===== config.mk =====
export PLATFORM = sky130hd
export DESIGN_NAME = utf8_display_width_top
export DESIGN_NICKNAME = d
export VERILOG_FILES = /design/src/rtl/udw_pkg.sv /design/src/rtl/udw_front.sv /design/src/rtl/udw_queue.sv /design/src/rtl/udw_back.sv /design/src/rtl/utf8_display_width_top.sv
export SDC_FILE = /design/constraint.sdc
export NUM_CORES = 1
export LEC_CHECK = 0
export BUFFER_PORTS_ARGS = -buffer_cell sky130_fd_sc_hd__buf_2
export CORE_UTILIZATION = 50
export CTS_CLUSTER_DIAMETER = 100
export DETAILED_ROUTE_END_ITERATION = 8
export GPL_TIMING_DRIVEN = 0
export PLACE_DENSITY = 0.65
export SYNTH_ARGS = -nofsm -noshare
export SYNTH_HDL_FRONTEND = slang
export SYNTH_SLANG_ARGS = --single-unit

===== constraint.sdc =====
create_clock -name clk -period 7.75 [get_ports clk]
set_input_delay 0.775 -clock clk [delete_from_list [all_inputs] [get_ports clk]]
set_output_delay 0.775 -clock clk [all_outputs]
set_load 0.01 [all_outputs]

===== src/rtl/udw_pkg.sv =====
// ----------------------------------------------------------------------------
// udw_pkg
// Shared types, constants and the column width lookup for the UTF-8 display
// width decoder.
// ----------------------------------------------------------------------------
package udw_pkg;

  localparam int CP_W             = 21;
  localparam int RUN_W            = 16;
  localparam int TOTAL_WIDTH_DEF  = 16;
  localparam int QUEUE_DEPTH      = 4;
  localparam int REPL_CNT_W       = 3;

  localparam logic [CP_W-1:0] REPL_CP = 21'h00FFFD;

  // one queue entry: all results caused by one byte
  // replacements come first, then the decoded code point if any
  typedef struct packed {
    logic [REPL_CNT_W-1:0] n_repl;
    logic                  cp_vld;
    logic [CP_W-1:0]       cp;
    logic [1:0]            cp_w;
    logic                  eos;
  } udw_entry_t;

  function automatic logic in_rng(input logic [CP_W-1:0] r,
                                  input logic [CP_W-1:0] lo,
                                  input logic [CP_W-1:0] hi);
    return (r >= lo) && (r <= hi);
  endfunction

  function automatic logic [1:0] cp_col_width(input logic [CP_W-1:0] r);
    logic comb;
    logic wide;
    comb = in_rng(r, 21'h000300, 21'h00036F) || in_rng(r, 21'h001AB0, 21'h001AFF) ||
           in_rng(r, 21'h001DC0, 21'h001DFF) || in_rng(r, 21'h0020D0, 21'h0020FF) ||
           in_rng(r, 21'h00FE20, 21'h00FE2F);
    wide = in_rng(r, 21'h001100, 21'h00115F) || (r == 21'h002329) || (r == 21'h00232A) ||
           (in_rng(r, 21'h002E80, 21'h00A4CF) && (r != 21'h00303F)) ||
           in_rng(r, 21'h00AC00, 21'h00D7A3) || in_rng(r, 21'h00F900, 21'h00FAFF) ||
           in_rng(r, 21'h00FE30, 21'h00FE6F) || in_rng(r, 21'h00FF00, 21'h00FF60) ||
           in_rng(r, 21'h00FFE0, 21'h00FFE6) || in_rng(r, 21'h01F300, 21'h01F64F) ||
           in_rng(r, 21'h01F900, 21'h01F9FF) || in_rng(r, 21'h020000, 21'h03FFFD);
    if ((r == '0) || comb) begin
      return 2'd0;
    end else if (wide) begin
      return 2'd2;
    end else begin
      return 2'd1;
    end
  endfunction

endpackage


===== src/rtl/udw_front.sv =====
// ----------------------------------------------------------------------------
// udw_front
// Takes one byte per cycle while the queue is not full, tracks the open UTF-8
// sequence and writes one queue entry per byte that produces results.
// ----------------------------------------------------------------------------
module udw_front
  import udw_pkg::*;
(
  input  logic        clk,
  input  logic        rst_n,
  input  logic        in_push,
  input  logic [7:0]  in_text_byte,
  input  logic        in_end_of_string,
  input  logic        q_full,
  output logic        q_push,
  output udw_entry_t  q_entry
);

  logic [CP_W-1:0]       part_r, part_nxt;
  logic [1:0]            exp_r, exp_nxt;
  logic [1:0]            taken_r, taken_nxt;

  logic                  accept;
  logic                  is_cont;
  logic [CP_W-1:0]       acc;
  logic [1:0]            exp_dec;
  logic [REPL_CNT_W-1:0] n_repl;
  logic                  cp_vld;
  logic [CP_W-1:0]       cp;

  assign accept  = in_push && !q_full;
  assign is_cont = (in_text_byte[7:6] == 2'b10);
  assign acc     = {part_r[CP_W-7:0], in_text_byte[5:0]};
  assign exp_dec = exp_r - 2'd1;

  always_comb begin
    part_nxt  = part_r;
    exp_nxt   = exp_r;
    taken_nxt = taken_r;
    n_repl    = '0;
    cp_vld    = 1'b0;
    cp        = acc;
    if ((exp_r != 2'd0) && is_cont) begin
      if (exp_dec == 2'd0) begin
        cp_vld    = 1'b1;
        part_nxt  = '0;
        exp_nxt   = 2'd0;
        taken_nxt = 2'd0;
      end else begin
        part_nxt  = acc;
        exp_nxt   = exp_dec;
        taken_nxt = taken_r + 2'd1;
      end
    end else begin
      // broken sequence: lead plus each continuation taken
      if (exp_r != 2'd0) begin
        n_repl = REPL_CNT_W'(taken_r) + REPL_CNT_W'(1);
      end
      taken_nxt = 2'd0;
      exp_nxt   = 2'd0;
      part_nxt  = '0;
      if (in_text_byte[7] == 1'b0) begin
        cp_vld = 1'b1;
        cp     = CP_W'(in_text_byte);
      end else if (in_text_byte[7:5] == 3'b110) begin
        exp_nxt  = 2'd1;
        part_nxt = CP_W'(in_text_byte[4:0]);
      end else if (in_text_byte[7:4] == 4'b1110) begin
        exp_nxt  = 2'd2;
        part_nxt = CP_W'(in_text_byte[3:0]);
      end else if (in_text_byte[7:3] == 5'b11110) begin
        exp_nxt  = 2'd3;
        part_nxt = CP_W'(in_text_byte[2:0]);
      end else begin
        n_repl = n_repl + REPL_CNT_W'(1);
      end
    end
    // sequence cut off at the end of the string
    if (in_end_of_string && (exp_nxt != 2'd0)) begin
      n_repl = n_repl + REPL_CNT_W'(taken_nxt) + REPL_CNT_W'(1);
    end
    if (in_end_of_string) begin
      part_nxt  = '0;
      exp_nxt   = 2'd0;
      taken_nxt = 2'd0;
    end
  end

  always_ff @(posedge clk) begin
    if (!rst_n) begin
      part_r  <= '0;
      exp_r   <= 2'd0;
      taken_r <= 2'd0;
    end else if (accept) begin
      part_r  <= part_nxt;
      exp_r   <= exp_nxt;
      taken_r <= taken_nxt;
    end
  end

  assign q_push         = accept && ((n_repl != '0) || cp_vld);
  assign q_entry.n_repl = n_repl;
  assign q_entry.cp_vld = cp_vld;
  assign q_entry.cp     = cp;
  assign q_entry.cp_w   = cp_col_width(cp);
  assign q_entry.eos    = in_end_of_string;

endmodule


===== src/rtl/udw_queue.sv =====
// ----------------------------------------------------------------------------
// udw_queue
// Small register queue of decoded entries between the front and back parts.
// ----------------------------------------------------------------------------
module udw_queue
  import udw_pkg::*;
(
  input  logic        clk,
  input  logic        rst_n,
  input  logic        push,
  input  udw_entry_t  wr_entry,
  input  logic        pop,
  output udw_entry_t  head,
  output logic        full,
  output logic        empty
);

  localparam int PTR_W = $clog2(QUEUE_DEPTH);

  udw_entry_t         store_r [QUEUE_DEPTH];
  logic [PTR_W-1:0]   wr_ptr_r, wr_ptr_nxt;
  logic [PTR_W-1:0]   rd_ptr_r, rd_ptr_nxt;
  logic [PTR_W:0]     cnt_r, cnt_nxt;
  logic               do_push;
  logic               do_pop;

  assign full    = (cnt_r == (PTR_W+1)'(QUEUE_DEPTH));
  assign empty   = (cnt_r == '0);
  assign do_push = push && !full;
  assign do_pop  = pop && !empty;
  assign head    = store_r[rd_ptr_r];

  always_comb begin
    wr_ptr_nxt = wr_ptr_r;
    rd_ptr_nxt = rd_ptr_r;
    cnt_nxt    = cnt_r;
    if (do_push) begin
      wr_ptr_nxt = (wr_ptr_r == PTR_W'(QUEUE_DEPTH-1)) ? '0 : wr_ptr_r + PTR_W'(1);
    end
    if (do_pop) begin
      rd_ptr_nxt = (rd_ptr_r == PTR_W'(QUEUE_DEPTH-1)) ? '0 : rd_ptr_r + PTR_W'(1);
    end
    if (do_push && !do_pop) begin
      cnt_nxt = cnt_r + (PTR_W+1)'(1);
    end else if (do_pop && !do_push) begin
      cnt_nxt = cnt_r - (PTR_W+1)'(1);
    end
  end

  always_ff @(posedge clk) begin
    if (!rst_n) begin
      wr_ptr_r <= '0;
      rd_ptr_r <= '0;
      cnt_r    <= '0;
    end else begin
      wr_ptr_r <= wr_ptr_nxt;
      rd_ptr_r <= rd_ptr_nxt;
      cnt_r    <= cnt_nxt;
    end
  end

  always_ff @(posedge clk) begin
    if (do_push) begin
      store_r[wr_ptr_r] <= wr_entry;
    end
  end

endmodule


===== src/rtl/udw_back.sv =====
// ----------------------------------------------------------------------------
// udw_back
// Expands each queue entry into its results, one per cycle unless stalled
// by out_pop, keeps the saturating width total, holds the output register.
// ----------------------------------------------------------------------------
module udw_back
  import udw_pkg::*;
#(
  parameter int TOTAL_WIDTH_BITS = TOTAL_WIDTH_DEF
)(
  input  logic             clk,
  input  logic             rst_n,
  input  udw_entry_t       head,
  input  logic             q_empty,
  output logic             q_pop,
  input  logic             out_pop,
  output logic             out_empty,
  output logic [CP_W-1:0]  out_code_point,
  output logic [1:0]       out_column_width,
  output logic             out_was_replaced,
  output logic [RUN_W-1:0] out_running_width,
  output logic             out_last_of_item,
  output logic             out_last_of_string
);

  localparam int TW = TOTAL_WIDTH_BITS;

  logic [REPL_CNT_W-1:0] idx_r, idx_nxt;
  logic [TW-1:0]         tot_r, tot_nxt;
  logic                  ovld_r, ovld_nxt;

  logic [CP_W-1:0]       cp_r;
  logic [1:0]            w_r;
  logic                  repl_r;
  logic [RUN_W-1:0]      run_r;
  logic                  last_item_r;
  logic                  last_str_r;

  logic                  advance;
  logic                  is_repl;
  logic [CP_W-1:0]       res_cp;
  logic [1:0]            res_w;
  logic [REPL_CNT_W-1:0] n_tot;
  logic                  last;
  logic [TW:0]           sum;
  logic [TW-1:0]         sat;
  logic [RUN_W-1:0]      run_val;

  assign advance = !q_empty && (!ovld_r || out_pop);
  assign is_repl = (idx_r < head.n_repl);
  assign res_cp  = is_repl ? REPL_CP : head.cp;
  assign res_w   = is_repl ? 2'd1 : head.cp_w;
  assign n_tot   = head.n_repl + REPL_CNT_W'(head.cp_vld);
  assign last    = ((idx_r + REPL_CNT_W'(1)) == n_tot);
  assign sum     = {1'b0, tot_r} + (TW+1)'(res_w);
  assign sat     = sum[TW] ? '1 : sum[TW-1:0];
  assign q_pop   = advance && last;

  generate
    if (TW > RUN_W) begin : g_clip
      assign run_val = (|sat[TW-1:RUN_W]) ? '1 : sat[RUN_W-1:0];
    end else begin : g_ext
      assign run_val = RUN_W'(sat);
    end
  endgenerate

  always_comb begin
    idx_nxt  = idx_r;
    tot_nxt  = tot_r;
    ovld_nxt = ovld_r;
    if (out_pop && ovld_r) begin
      ovld_nxt = 1'b0;
    end
    if (advance) begin
      ovld_nxt = 1'b1;
      idx_nxt  = last ? '0 : idx_r + REPL_CNT_W'(1);
      // total clears once the string's final result is out
      tot_nxt  = (last && head.eos) ? '0 : sat;
    end
  end

  always_ff @(posedge clk) begin
    if (!rst_n) begin
      idx_r  <= '0;
      tot_r  <= '0;
      ovld_r <= 1'b0;
    end else begin
      idx_r  <= idx_nxt;
      tot_r  <= tot_nxt;
      ovld_r <= ovld_nxt;
    end
  end

  always_ff @(posedge clk) begin
    if (advance) begin
      cp_r        <= res_cp;
      w_r         <= res_w;
      repl_r      <= is_repl;
      run_r       <= run_val;
      last_item_r <= last;
      last_str_r  <= last && head.eos;
    end
  end

  assign out_empty          = !ovld_r;
  assign out_code_point     = cp_r;
  assign out_column_width   = w_r;
  assign out_was_replaced   = repl_r;
  assign out_running_width  = run_r;
  assign out_last_of_item   = last_item_r;
  assign out_last_of_string = last_str_r;

endmodule


===== src/rtl/utf8_display_width_top.sv =====
// ----------------------------------------------------------------------------
// utf8_display_width_top
// UTF-8 decoder with terminal column width and a per-string running total.
// Accepts one byte per cycle unless in_full; a byte's first result passes the
// queue, then the output register. The result stage emits one result per cycle
// unless held by out_pop; a byte has 0 to 4 results; bytes with none skip it.
// Synchronous reset clears the open sequence, the queue, the total and the
// output register.
// ----------------------------------------------------------------------------
module utf8_display_width_top
  import udw_pkg::*;
#(
  parameter int TOTAL_WIDTH_BITS = TOTAL_WIDTH_DEF
)(
  input  logic             clk,
  input  logic             rst_n,
  input  logic             in_push,
  output logic             in_full,
  input  logic [7:0]       in_text_byte,
  input  logic             in_end_of_string,
  output logic             out_empty,
  input  logic             out_pop,
  output logic [CP_W-1:0]  out_code_point,
  output logic [1:0]       out_column_width,
  output logic             out_was_replaced,
  output logic [RUN_W-1:0] out_running_width,
  output logic             out_last_of_item,
  output logic             out_last_of_string
);

  logic       q_push;
  logic       q_pop;
  logic       q_full;
  logic       q_empty;
  udw_entry_t q_wr;
  udw_entry_t q_head;

  assign in_full = q_full;

  udw_front u_front (
    .clk              (clk),
    .rst_n            (rst_n),
    .in_push          (in_push),
    .in_text_byte     (in_text_byte),
    .in_end_of_string (in_end_of_string),
    .q_full           (q_full),
    .q_push           (q_push),
    .q_entry          (q_wr)
  );

  udw_queue u_queue (
    .clk      (clk),
    .rst_n    (rst_n),
    .push     (q_push),
    .wr_entry (q_wr),
    .pop      (q_pop),
    .head     (q_head),
    .full     (q_full),
    .empty    (q_empty)
  );

  udw_back #(
    .TOTAL_WIDTH_BITS (TOTAL_WIDTH_BITS)
  ) u_back (
    .clk                (clk),
    .rst_n              (rst_n),
    .head               (q_head),
    .q_empty            (q_empty),
    .q_pop              (q_pop),
    .out_pop            (out_pop),
    .out_empty          (out_empty),
    .out_code_point     (out_code_point),
    .out_column_width   (out_column_width),
    .out_was_replaced   (out_was_replaced),
    .out_running_width  (out_running_width),
    .out_last_of_item   (out_last_of_item),
    .out_last_of_string (out_last_of_string)
  );

endmodule

# == Yosys cells after proc, flatten, opt, wreduce, memory -nomap -nowiden ==
# Memory sizes are Yosys's and may differ from the RTL's. A register that Yosys moved wholly into a read port is not among the register bits.
# Index checks and enable logic that the tools add are counted.
# op_classes
n_addsub,13
n_mul,0
div_mod_pow,0
n_lt_le_gt_ge,31
eq_ne,11
shift,0
mux,46
bitwise_logic,0
n_reduce_logical,59
# ops
operator,n
21-bit by 16-bit <= comparator with 1-bit output (second input constant),7
21-bit by 16-bit >= comparator with 1-bit output (second input constant),6
15-bit two-way mux,5
21-bit by 13-bit >= comparator with 1-bit output (second input constant),3
21-bit by 13-bit <= comparator with 1-bit output (second input constant),3
21-bit by 14-bit == test with 1-bit output (second input constant),2
21-bit by 14-bit >= comparator with 1-bit output (second input constant),2
21-bit by 17-bit >= comparator with 1-bit output (second input constant),2
21-bit by 17-bit <= comparator with 1-bit output (second input constant),2
21-bit two-way mux,2
3-bit two-way mux,12
2-bit two-way mux,17
16-bit two-way mux,2
1-bit logical AND,28
21-bit by 10-bit >= comparator with 1-bit output (second input constant),1
21-bit by 18-bit >= comparator with 1-bit output (second input constant),1
21-bit by 10-bit <= comparator with 1-bit output (second input constant),1
21-bit by 14-bit <= comparator with 1-bit output (second input constant),1
21-bit by 18-bit <= comparator with 1-bit output (second input constant),1
21-bit zero test,1
21-bit by 14-bit != test with 1-bit output (second input constant),1
1-bit logical OR,18
16-bit by 2-bit adder with 17-bit output,1
3-bit by 1-bit adder with 3-bit output (second input constant),4
other kinds (19),37
# word_totals
regBits,88
latchBits,0
ramBits,112
romBits,0
input_bits,13
out_inout_bits,44
elab_cells,176
n_memories,1
# memory_table
memory,words,width,rd,rd_ports_with_merged_regs,write_ports,line_no,text
u_queue.store_r,4,28,1,1,1,udw_queue.sv:20,udw_entry_t store_r [QUEUE_DEPTH];

# == Logic depth before layout (Yosys ltp) ==
# Gate-level depths: netlist of the first run.
# depth
word_depth,20
depth_mapped,20
depth_no_buf,16

# == Cells and area by module ==
# Synthesis of the first run repeated with hierarchy kept, for this count alone.
# hier_totals
cells_unflattened,785
area_unflattened_um2,9830.7
# modules_own_cells
module,instances,cells_each,area_each_um2,seq_area_each_um2
udw_queue,1,197,4570.6,3543.4
udw_back,1,260,2915.3,1661.6
udw_front,1,328,2344.7,380.4

# == Worst setup path after synthesis of the first run ==
# OpenSTA, ideal clock, no wires.
# synth_path
path_type,register to register
start,register with a tool-made name
end,register u_back.tot_r[2]
setup_ps,76
arrival_ps,5101
required_ps,7674
path_slack_ps,2573
path_stages_with_launch,21
path_buffers,4
period_less_slack_ps,5177
path_cell_list,dfxtp_1 buf_1 buf_1 mux4_2 inv_1 ha_1 a21o_1 a21oi_1 clkbuf_1 or2_2 ha_1 inv_1 fa_1 and3b_1 nand3_1 nor2_1 nand4_1 clkbuf_1 nand2_1 nand3_1 a21boi_0
# synth_lines
item,line_no,text
end signal: assignment,udw_back.sv:89,tot_r <= tot_nxt;
end: declaration,udw_back.sv:29,"logic [TW-1:0] tot_r, tot_nxt;"

==> results of run 1 <==
## power by group
group | switching, W | internal, W | total (W)
sequential | 0.0000521 | 0.00139 | 0.00144
combinational | 0.000500 | 0.000288 | 0.000788
clock | 0.000422 | 0.000676 | 0.00110
## synthesized netlist by cell type, drive strengths merged, types with 5 or more instances
cell type	number	area share (%)
ha	17	2.2
nor2b	46	3.0
a21oi	28	1.4
nor4	12	0.77
a211oi	10	0.77
mux4	26	6.0
buf	7	0.44
nor4b	5	0.45
dfxtp	48	9.9
and2	20	1.3
o21ai	21	1.1
nor3	21	1.3
clkbuf	46	2.7
nand2	63	2.4
edfxtp	154	48
xnor2	8	0.72
xor2	10	0.90
nand4	10	0.64
inv	26	1.0
and3	6	0.39
nand2b	7	0.45
a21boi	9	0.70
mux2i	7	0.72
a22oi	18	1.4
a31oi	9	0.58
or2	19	1.2
nand3	27	1.4
or4	7	0.58
nor2	32	1.2
## worst max-delay path: cells and delay by family (launching register included)
kind                       cells  cell delay [ps]
and+or+nand+nor                7             1640
DFF                            1              400
AOI/OAI and AO/OA              3             1000
adders and majority gates      3              770
muxes                          1              620
buffers and inverters          6             2270
## flip-flops by register name (all words and copies together) (netlist names), 2 cells and up, named ones only
name and count:
u_front.part_r 15, u_back.out_column_width 2, u_back.tot_r 16, u_back.out_code_point 21, u_queue.store_r 112, u_queue.rd_ptr_r 2, u_front.exp_r 2, u_queue.cnt_r 3
u_back.out_running_width 16, u_queue.wr_ptr_r 2, u_front.taken_r 2, u_back.idx_r 3
## per-stage QoR
step / worst slack (ps) / utilization [%] / area (µm²)
final: 942 / 58.8 / 11100
after global routing: 311 / 58.8 / 11100
after CTS: 807 / 58.8 / 11100
after detailed placement: 856 / 54.7 / 10300
after global placement: 936 / 54.6 / 10300
after floorplan: 2570 / - / 9720
## final cells by class
class | instances | area, µm²
fill | 1589 | 7770
sequential | 202 | 5590
multi-input combinational | 505 | 3730
clock buffer | 31 | 668
tap | 260 | 325
buffer | 53 | 307
timing repair buffer | 54 | 270
clock inverter | 11 | 124
inverter | 29 | 110
## worst paths after layout
| path | startpoint | to | slack, ps |
|---|---|---|---|
| max | flip-flop | u_back.tot_r[4] | 940 |
| min | u_back.ovld_r | u_back.ovld_r | 490 |
| max reg2reg | flip-flop | u_back.tot_r[4] | 940 |
| min reg2reg | u_back.ovld_r | u_back.ovld_r | 490 |
## routing by layer
metal	part of all wire [%]	up-vias	routed length, µm
met3	5.8	66	1400
met1	43	3351	10500
li1	-	3123	-
met5	0	-	0
met2	47	266	11500
met4	3.7	0	901
## logic make-up (layout without fill, tap and decap cells)
kind of cell	count (synthesis)	in the layout	synth area share [%]
compound gates	132	132	9.28
xor+xnor	19	19	1.85
fa+ha+maj	20	20	2.81
buf+inv	82	178	4.27
flops	202	202	57.5
mux	37	37	7.21
simple gates	297	297	17.1
==> impl_results.md, run 1 <==
- Cell area after synthesis: 9720 µm²
- CTS tree: yes
- WL per Instance: 21.2 µm
- R2r worst-path depth: 20
- Hold Path Class: reg -> reg
- Largest net degree at the start of global routing: 52
- Routability Congestion: 0.957
- Cells after Synth: 789
- Critical path peak fanout: 10
- Initial antenna violation count: 0
- Worst-path clk slew: 60 ps
- Core Region: 18900 µm²
- Die ar.: 20000 µm²
- Post-Layout Cell Count: 1145
- Largest buffer count on any clock path: 3
- Port bufs: 54
- CTS H-tree lvls: 1
- Antenna Nets Post-Route: 0
- Crit-path slowest cell: buf_1
- Post-CTS setup buffers: 0
- Yosys warns: 0
- Congestion Overflow GR: 0
- WHS Path Cells: 2
- Tot GR Track Use: 25.2%
- # hold bufs at CTS: 0
- Kind of critical path: reg -> reg
- DR iter-0 viols: 503
- Total CTS buffers: 23
- Slew headroom: 37.0%
- Total number of vias: 6806
- Sequential area share after synthesis: 57.5%
- Final WL: 24.3 mm
- Post-cts sizing count: 0
- Maximum vdd drop: 0.227 mV
- Drt drc: 0
- Synth async-reset ratio: 0%
- DP Wirelength: 17.0 mm
- Pre-antenna DRT Iters: 5
- Arr. time, crit path: 7230 ps
- GRT met3 Usage: 3.75%
- Tmin final: 6810 ps
- Most common flop cell mapped by yosys: edfxtp_1
- Commonest non-fill, non-tap cell in the layout: edfxtp_1
- Placement Rows: 50
- Max-cap violation count: 0
- Synth Register Bits: 202
- Initial Util: 51.4%
- GR peak layer: met2
- Mean Syn Cell Area: 12.3 µm²
- Nets: 901
- Syn Nets: 822
- GRT met1 Usage: 33.9%
- Final setup TNS: 0 ps
- Chip width: 141 µm
- First-pass GRT wire length: 38.3 mm
- Top Ports: 57
- Min Hold Slack: 487 ps
- Status: completed
- Critical Path Sink Type: flip-flop
- CTS root buf: clkbuf_16
- Worst-margin pin slew: 921 ps
- Most frequent cells in the layout: edfxtp_1 (154), nand2_1 (63), buf_2 (55)
- Grt met2 use: 41.5%
- Final hold viol count: 0
- Number of synthesized flops with an enable pin: 154
- Startpoint types: flip-flop
- Critical Path Max Stage Delay: 680 ps
- Final setup violation count: 0
- Inst Count DP: 1103
- Via density: 5.94
- Max Fclk: 0.147 GHz
- Layout cells sized above 1: 19.5%
- WP data required: 8170 ps
- Tot Pwr: 0.00332 W
- Period utilisation layout: 87.8%
- Unrepaired setup endpoints after global routing: false
- Ant. Diodes: 0
- Power Density: 299 nW/µm²
- Unique masters post-synth: 74
- Sink Count: 202
- Vias in the first global route: 6904
- Chip height: 141 µm
- Skew-Pair Late Insertion Delay: 510 ps
- Clock skew: 8.21 ps
- Layout area overhead: 14.4%
- Cell Chain, Critical Path: buf_1 > buf_1 > mux4_2 > inv_1 > ha_1 > a21o_1 > a21oi_1 > clkbuf_1 > or2_2 > ha_1 > inv_1 > fa_1 > and3b_1 > nand3_1 > nor2_1 > nand4_1 > clkbuf_1 > nand2_1 > nand3_1 > a21boi_0
- Final Max Slew Viols: 0
- LEAKAGE: 3.82 nW
Note: power is estimated with default switching activity, not from simulation.
==> run 2, diff against run 1 <==
CORE_MARGIN = 5   (was not set)
==> impl_results.md, run 2 (synthesis gave the netlist of run 1 again) <==
- Status: completed (unchanged)
- Commonest non-fill, non-tap cell in the layout: edfxtp_1 (unchanged)
- Post-cts sizing count: 0 (unchanged)
- Total CTS buffers: 23 (unchanged)
- Initial antenna violation count: 0 (unchanged)
- Post-CTS setup buffers: 0 (unchanged)
- Clock skew: 16.4 ps (was 8.21 ps)
- Final setup violation count: 0 (unchanged)
- Hold Path Class: reg -> reg (unchanged)
- Min Hold Slack: 480 ps (was 487 ps)
- Routability Congestion: 0.968 (was 0.957)
- Nets: 901 (unchanged)
- R2r worst-path depth: 20 (unchanged)
- Layout area overhead: 13.5% (was 14.4%)
- Hold_sp: u_back.ovld_r (unchanged)
- Final hold viol count: 0 (unchanged)
- Congestion Overflow GR: 0 (unchanged)
- Max Fclk: 0.146 GHz (was 0.147 GHz)
- Largest buffer count on any clock path: 3 (unchanged)
- Core Region: 19300 µm² (was 18900 µm²)
- CTS tree: yes (unchanged)
- Top Ports: 57 (unchanged)
- Final Max Slew Viols: 0 (unchanged)
- Worst-margin pin slew: 1030 ps (was 921 ps)
- Final setup TNS: 0 ps (unchanged)
- Biggest register: u_queue.store_r (unchanged)
- WP data required: 8160 ps (was 8170 ps)
- DR iter-0 viols: 566 (was 503)
- WHS Path Cells: 2 (unchanged)
- First-pass GRT wire length: 37.7 mm (was 38.3 mm)
- Sink Count: 202 (unchanged)
- Critical path peak fanout: 10 (unchanged)
- Pre-antenna DRT Iters: 7 (was 5)
- Total number of vias: 6773 (was 6806)
- Maximum vdd drop: 0.144 mV (was 0.227 mV)
- Power Density: 291 nW/µm² (was 299 nW/µm²)
- Final WL: 23.8 mm (was 24.3 mm)
- Final instance area: 11000 µm² (was 11100 µm²)
- Unrepaired setup endpoints after global routing: false (unchanged)
- Period utilisation layout: 88.1% (was 87.8%)
- Die ar.: 22300 µm² (was 20000 µm²)
- Ant. Diodes: 0 (unchanged)
- Initial Util: 50.4% (was 51.4%)
- Layout cells sized above 1: 19.2% (was 19.5%)
- Arr. time, crit path: 7240 ps (was 7230 ps)
- Largest net degree at the start of global routing: 52 (unchanged)
- Slew headroom: 29.4% (was 37.0%)
- Vias in the first global route: 6815 (was 6904)
- Skew-Pair Late Insertion Delay: 510 ps (about the same)
- LEAKAGE: 3.78 nW (was 3.82 nW)
- Max reg flops: 112 (unchanged)
- Placement Rows: 51 (was 50)
- Worst Hold Path EP: u_back.ovld_r (unchanged)
- CTS root buf: clkbuf_16 (unchanged)
- Area after DPL: 10300 µm² (about the same)
- Port bufs: 54 (unchanged)
- Max-cap violation count: 0 (unchanged)
- Critical Path Sink Type: flip-flop (unchanged)
- Via density: 5.89 (was 5.94)
- Worst R2R Setup Slack: 920 ps (was 940 ps)
- Drt drc: 0 (unchanged)
- CTS H-tree lvls: 1 (unchanged)
- Tot Pwr: 0.00321 W (was 0.00332 W)
- Startpoint types: flip-flop (unchanged)
- Fillers: 1633 (was 1589)
- Antenna Nets Post-Route: 0 (unchanged)
- DP Wirelength: 16.8 mm (was 17.0 mm)
- Kind of critical path: reg -> reg (unchanged)
- Most frequent cells in the layout: edfxtp_1 (154), nand2_1 (63), buf_2 (55) (unchanged)
- WL per Instance: 20.7 µm (was 21.2 µm)
- Tmin final: 6830 ps (was 6810 ps)
- Chip width: 149 µm (was 141 µm)
- # hold bufs at CTS: 0 (unchanged)
- Tot GR Track Use: 21.6% (was 25.2%)
- Chip height: 149 µm (was 141 µm)
- R2R Path End: u_back.tot_r[4] (unchanged)
- Worst-path clk slew: 60 ps (about the same)
-- run 2: cell types whose count changed in the layout (fill, tap and decap cells not counted), sizes merged --
cell,delta
bufinv,-1
clkbuf,-7
clkinv,+10
clkinvlp,-2
-- run 2: report_power, final --
group	internal (W)	leakage [nW]	switching, W
Clock	0.000575	0.350	0.000416
Sequential	0.00138	1.81	0.0000514
Combinational	0.000287	1.63	0.000496
Total	0.00225	3.78	0.000964
-- run 2: stage by stage --
step | instances | setup WS, ps | utilization [%]
finish | 1150 | 920 | 57.2
global route | 1150 | 273 | 57.2
CTS | 1150 | 758 | 57.2
detailed placement | 1108 | 807 | 53.6
global placement | 1108 | 926 | 53.5
floorplan | 789 | 2570 | -
-- run 2: cell type report --
type	count	area (µm²)	share of cell area [%]
inverters	29	110	0.999
multi-input cells	505	3730	33.8
clock inverters	18	114	1.03
clock buffers	24	579	5.25
well taps	265	332	3.01
plain buffers	53	307	2.78
flip-flops and latches	202	5590	50.7
repair buffers	54	270	2.45
-- run 2: layer usage --
metal	track usage [%]	share of wire, %
met5	0	0
met4	7.14	2.5
met3	3.01	5.7
met2	35.0	47
met1	30.4	45
-- run 2: worst max-delay path, cell delays in order, from the launching register on --
cell	delay, ps
dfxtp_1	400
buf_1	620
buf_1	670
mux4_2	620
inv_1	70
ha_1	220
a21o_1	150
a21oi_1	520
clkbuf_1	510
or2_2	240
ha_1	170
inv_1	60
fa_1	390
and3b_1	260
nand3_1	230
nor2_1	280
nand4_1	410
clkbuf_1	370
nand2_1	150
nand3_1	110
a21boi_0	250
-- run 2: how the worst max path moves through the flow --
stage | from | to | slack, ps
CTS | flip-flop | u_back.tot_r[4] | 760
global route | flip-flop | u_back.tot_r[4] | 270
detailed placement | flip-flop | u_back.tot_r[3] | 810
floorplan | flip-flop | u_back.tot_r[2] | 2570
global placement | flip-flop | u_back.tot_r[2] | 930
finish | flip-flop | u_back.tot_r[4] | 920
==> run 3, diff against run 2 <==
CORE_UTILIZATION = 60   (was 50)
PLACE_DENSITY = not set   (was 0.65)
PLACE_DENSITY_LB_ADDON = 0.08   (was not set)
RECOVER_POWER = 50   (was not set)
==> impl_results.md, run 3 (synthesis gave the netlist of run 1 again) <==
- Status: finished with violations (was completed)
- Failing checks: max-capacitance violations, max-slew violations
- Pre-antenna DRT Iters: 5 (was 7)
- Chip width: 137 µm (was 149 µm)
- Port bufs: 54 (unchanged)
- Chip height: 137 µm (was 149 µm)
- CTS tree: yes (unchanged)
- LEAKAGE: 3.60 nW (was 3.78 nW)
- Vias in the first global route: 6991 (was 6815)
- Initial Util: 61.2% (was 50.4%)
- CTS root buf: clkbuf_16 (unchanged)
- Hold Path Class: reg -> reg (unchanged)
- Fillers: 1176 (was 1633)
- Antenna Nets Post-Route: 0 (unchanged)
- Tot GR Track Use: 27.6% (was 21.6%)
- Ant. Diodes: 0 (unchanged)
- Unrepaired setup endpoints after global routing: false (unchanged)
- Top Ports: 57 (unchanged)
- Die ar.: 18800 µm² (was 22300 µm²)
- Commonest non-fill, non-tap cell in the layout: edfxtp_1 (unchanged)
- Post-cts sizing count: 0 (unchanged)
- Critical Path Sink Type: flip-flop (unchanged)
- Drt drc: 0 (unchanged)
- Initial antenna violation count: 0 (unchanged)
- # hold bufs at CTS: 0 (unchanged)
- First-pass GRT wire length: 39.7 mm (was 37.7 mm)
- Sink Count: 202 (unchanged)
- Most frequent cells in the layout: edfxtp_1 (154), clkbuf_1 (94), nand2_1 (63) (was edfxtp_1 (154), nand2_1 (63), buf_2 (55))
- Final setup violation count: 0 (unchanged)
- Via density: 6.51 (was 5.89)
- Max Fclk: 0.140 GHz (was 0.146 GHz)
- Placement Rows: 46 (was 51)
- Core Region: 15900 µm² (was 19300 µm²)
- CTS H-tree lvls: 1 (unchanged)
- Tmin final: 7160 ps (was 6830 ps)
- Routability Congestion: 0.973 (was 0.968)
- Layout area overhead: 11.8% (was 13.5%)
- Critical path peak fanout: 10 (unchanged)
- Layout cells sized above 1: 12.4% (was 19.2%)
- Largest buffer count on any clock path: 3 (unchanged)
- Congestion Overflow GR: 0 (unchanged)
- Final WL: 25.7 mm (was 23.8 mm)
- Final setup TNS: 0 ps (unchanged)
- Total CTS buffers: 22 (was 23)
- WL per Instance: 23.4 µm (was 20.7 µm)
- Maximum vdd drop: 0.208 mV (was 0.144 mV)
- Total number of vias: 7143 (was 6773)
- Post-CTS setup buffers: 0 (unchanged)
- Max reg flops: 112 (unchanged)
- Worst-margin pin slew: 2230 ps (was 1030 ps)
- DP Wirelength: 16.8 mm (about the same)
- Worst-path clk slew: 60 ps (about the same)
- Startpoint types: flip-flop (unchanged)
- DR iter-0 viols: 843 (was 566)
- WP data required: 8140 ps (was 8160 ps)
- Nets: 900 (was 901)
- Period utilisation layout: 92.4% (was 88.1%)
- Tot Pwr: 0.00323 W (was 0.00321 W)
- Kind of critical path: reg -> reg (unchanged)
- Max-cap violation count: 1 (was 0)
- Clock skew: 7.73 ps (was 16.4 ps)
- Largest net degree at the start of global routing: 52 (unchanged)
- Min Hold Slack: 479 ps (was 480 ps)
- Biggest register: u_queue.store_r (unchanged)
- Final hold viol count: 0 (unchanged)
- Power Density: 297 nW/µm² (was 291 nW/µm²)
- Skew-Pair Late Insertion Delay: 500 ps (was 510 ps)
- Final Max Slew Viols: 52 (was 0)
- Slew headroom: -49.2% (was 29.4%)
- Arr. time, crit path: 7550 ps (was 7240 ps)
run 3: final cells by class:
| cell class | count | area [µm²] | share of cell area, % |
|---|---|---|---|
| plain buffers | 53 | 287 | 2.64 |
| clock buffers | 27 | 591 | 5.43 |
| repair buffers | 54 | 205 | 1.89 |
| clock inverters | 12 | 91.3 | 0.841 |
| inverters | 29 | 110 | 1.01 |
| multi-input cells | 505 | 3730 | 34.3 |
| well taps | 216 | 270 | 2.49 |
| flip-flops and latches | 202 | 5590 | 51.4 |
run 3: power breakdown:
part	leakage, nW	switching, W	total, W	internal [W]
Sequential	1.81	0.0000656	0.00146	0.00140
Clock	0.327	0.000411	0.000986	0.000575
Combinational	1.47	0.000520	0.000784	0.000265
run 3: final timing paths:
check,start,end,slack [ps],depth (start not counted)
worst min register to register,u_back.ovld_r,u_back.ovld_r,480,2
worst min-delay path,u_back.ovld_r,u_back.ovld_r,480,2
worst max-delay path,flip-flop,u_back.tot_r[4],590,20
worst max register to register,flip-flop,u_back.tot_r[4],590,20
run 3: worst max-delay path, cell delays in order (launching register included):
cell and delay [ps]:
dfxtp_1 400, buf_1 710, buf_1 670, mux4_2 630
inv_1 70, ha_1 220, a21o_1 160, a21oi_1 540
clkbuf_1 470, or2_2 240, ha_1 190, inv_1 60
fa_1 420, and3b_1 320, nand3_1 240, nor2_1 290
nand4_1 420, clkbuf_1 390, nand2_1 160, nand3_1 90
a21boi_0 340
run 3: metrics by stage:
stage	cells	setup slack, ps	util [%]	instance area (µm²)
global placement	1059	1060	64.6	10300
detailed placement	1059	859	64.7	10300
CTS	1098	604	69.0	11000
finish	1098	591	68.4	10900
floorplan	789	2570	-	9720
global route	1098	82.2	68.4	10900
run 3: layer usage:
layer	global-route usage (%)	wire [µm]
met1	38.5	10500
met2	44.8	12400
met3	4.24	2120
met4	9.26	738
met5	0	0
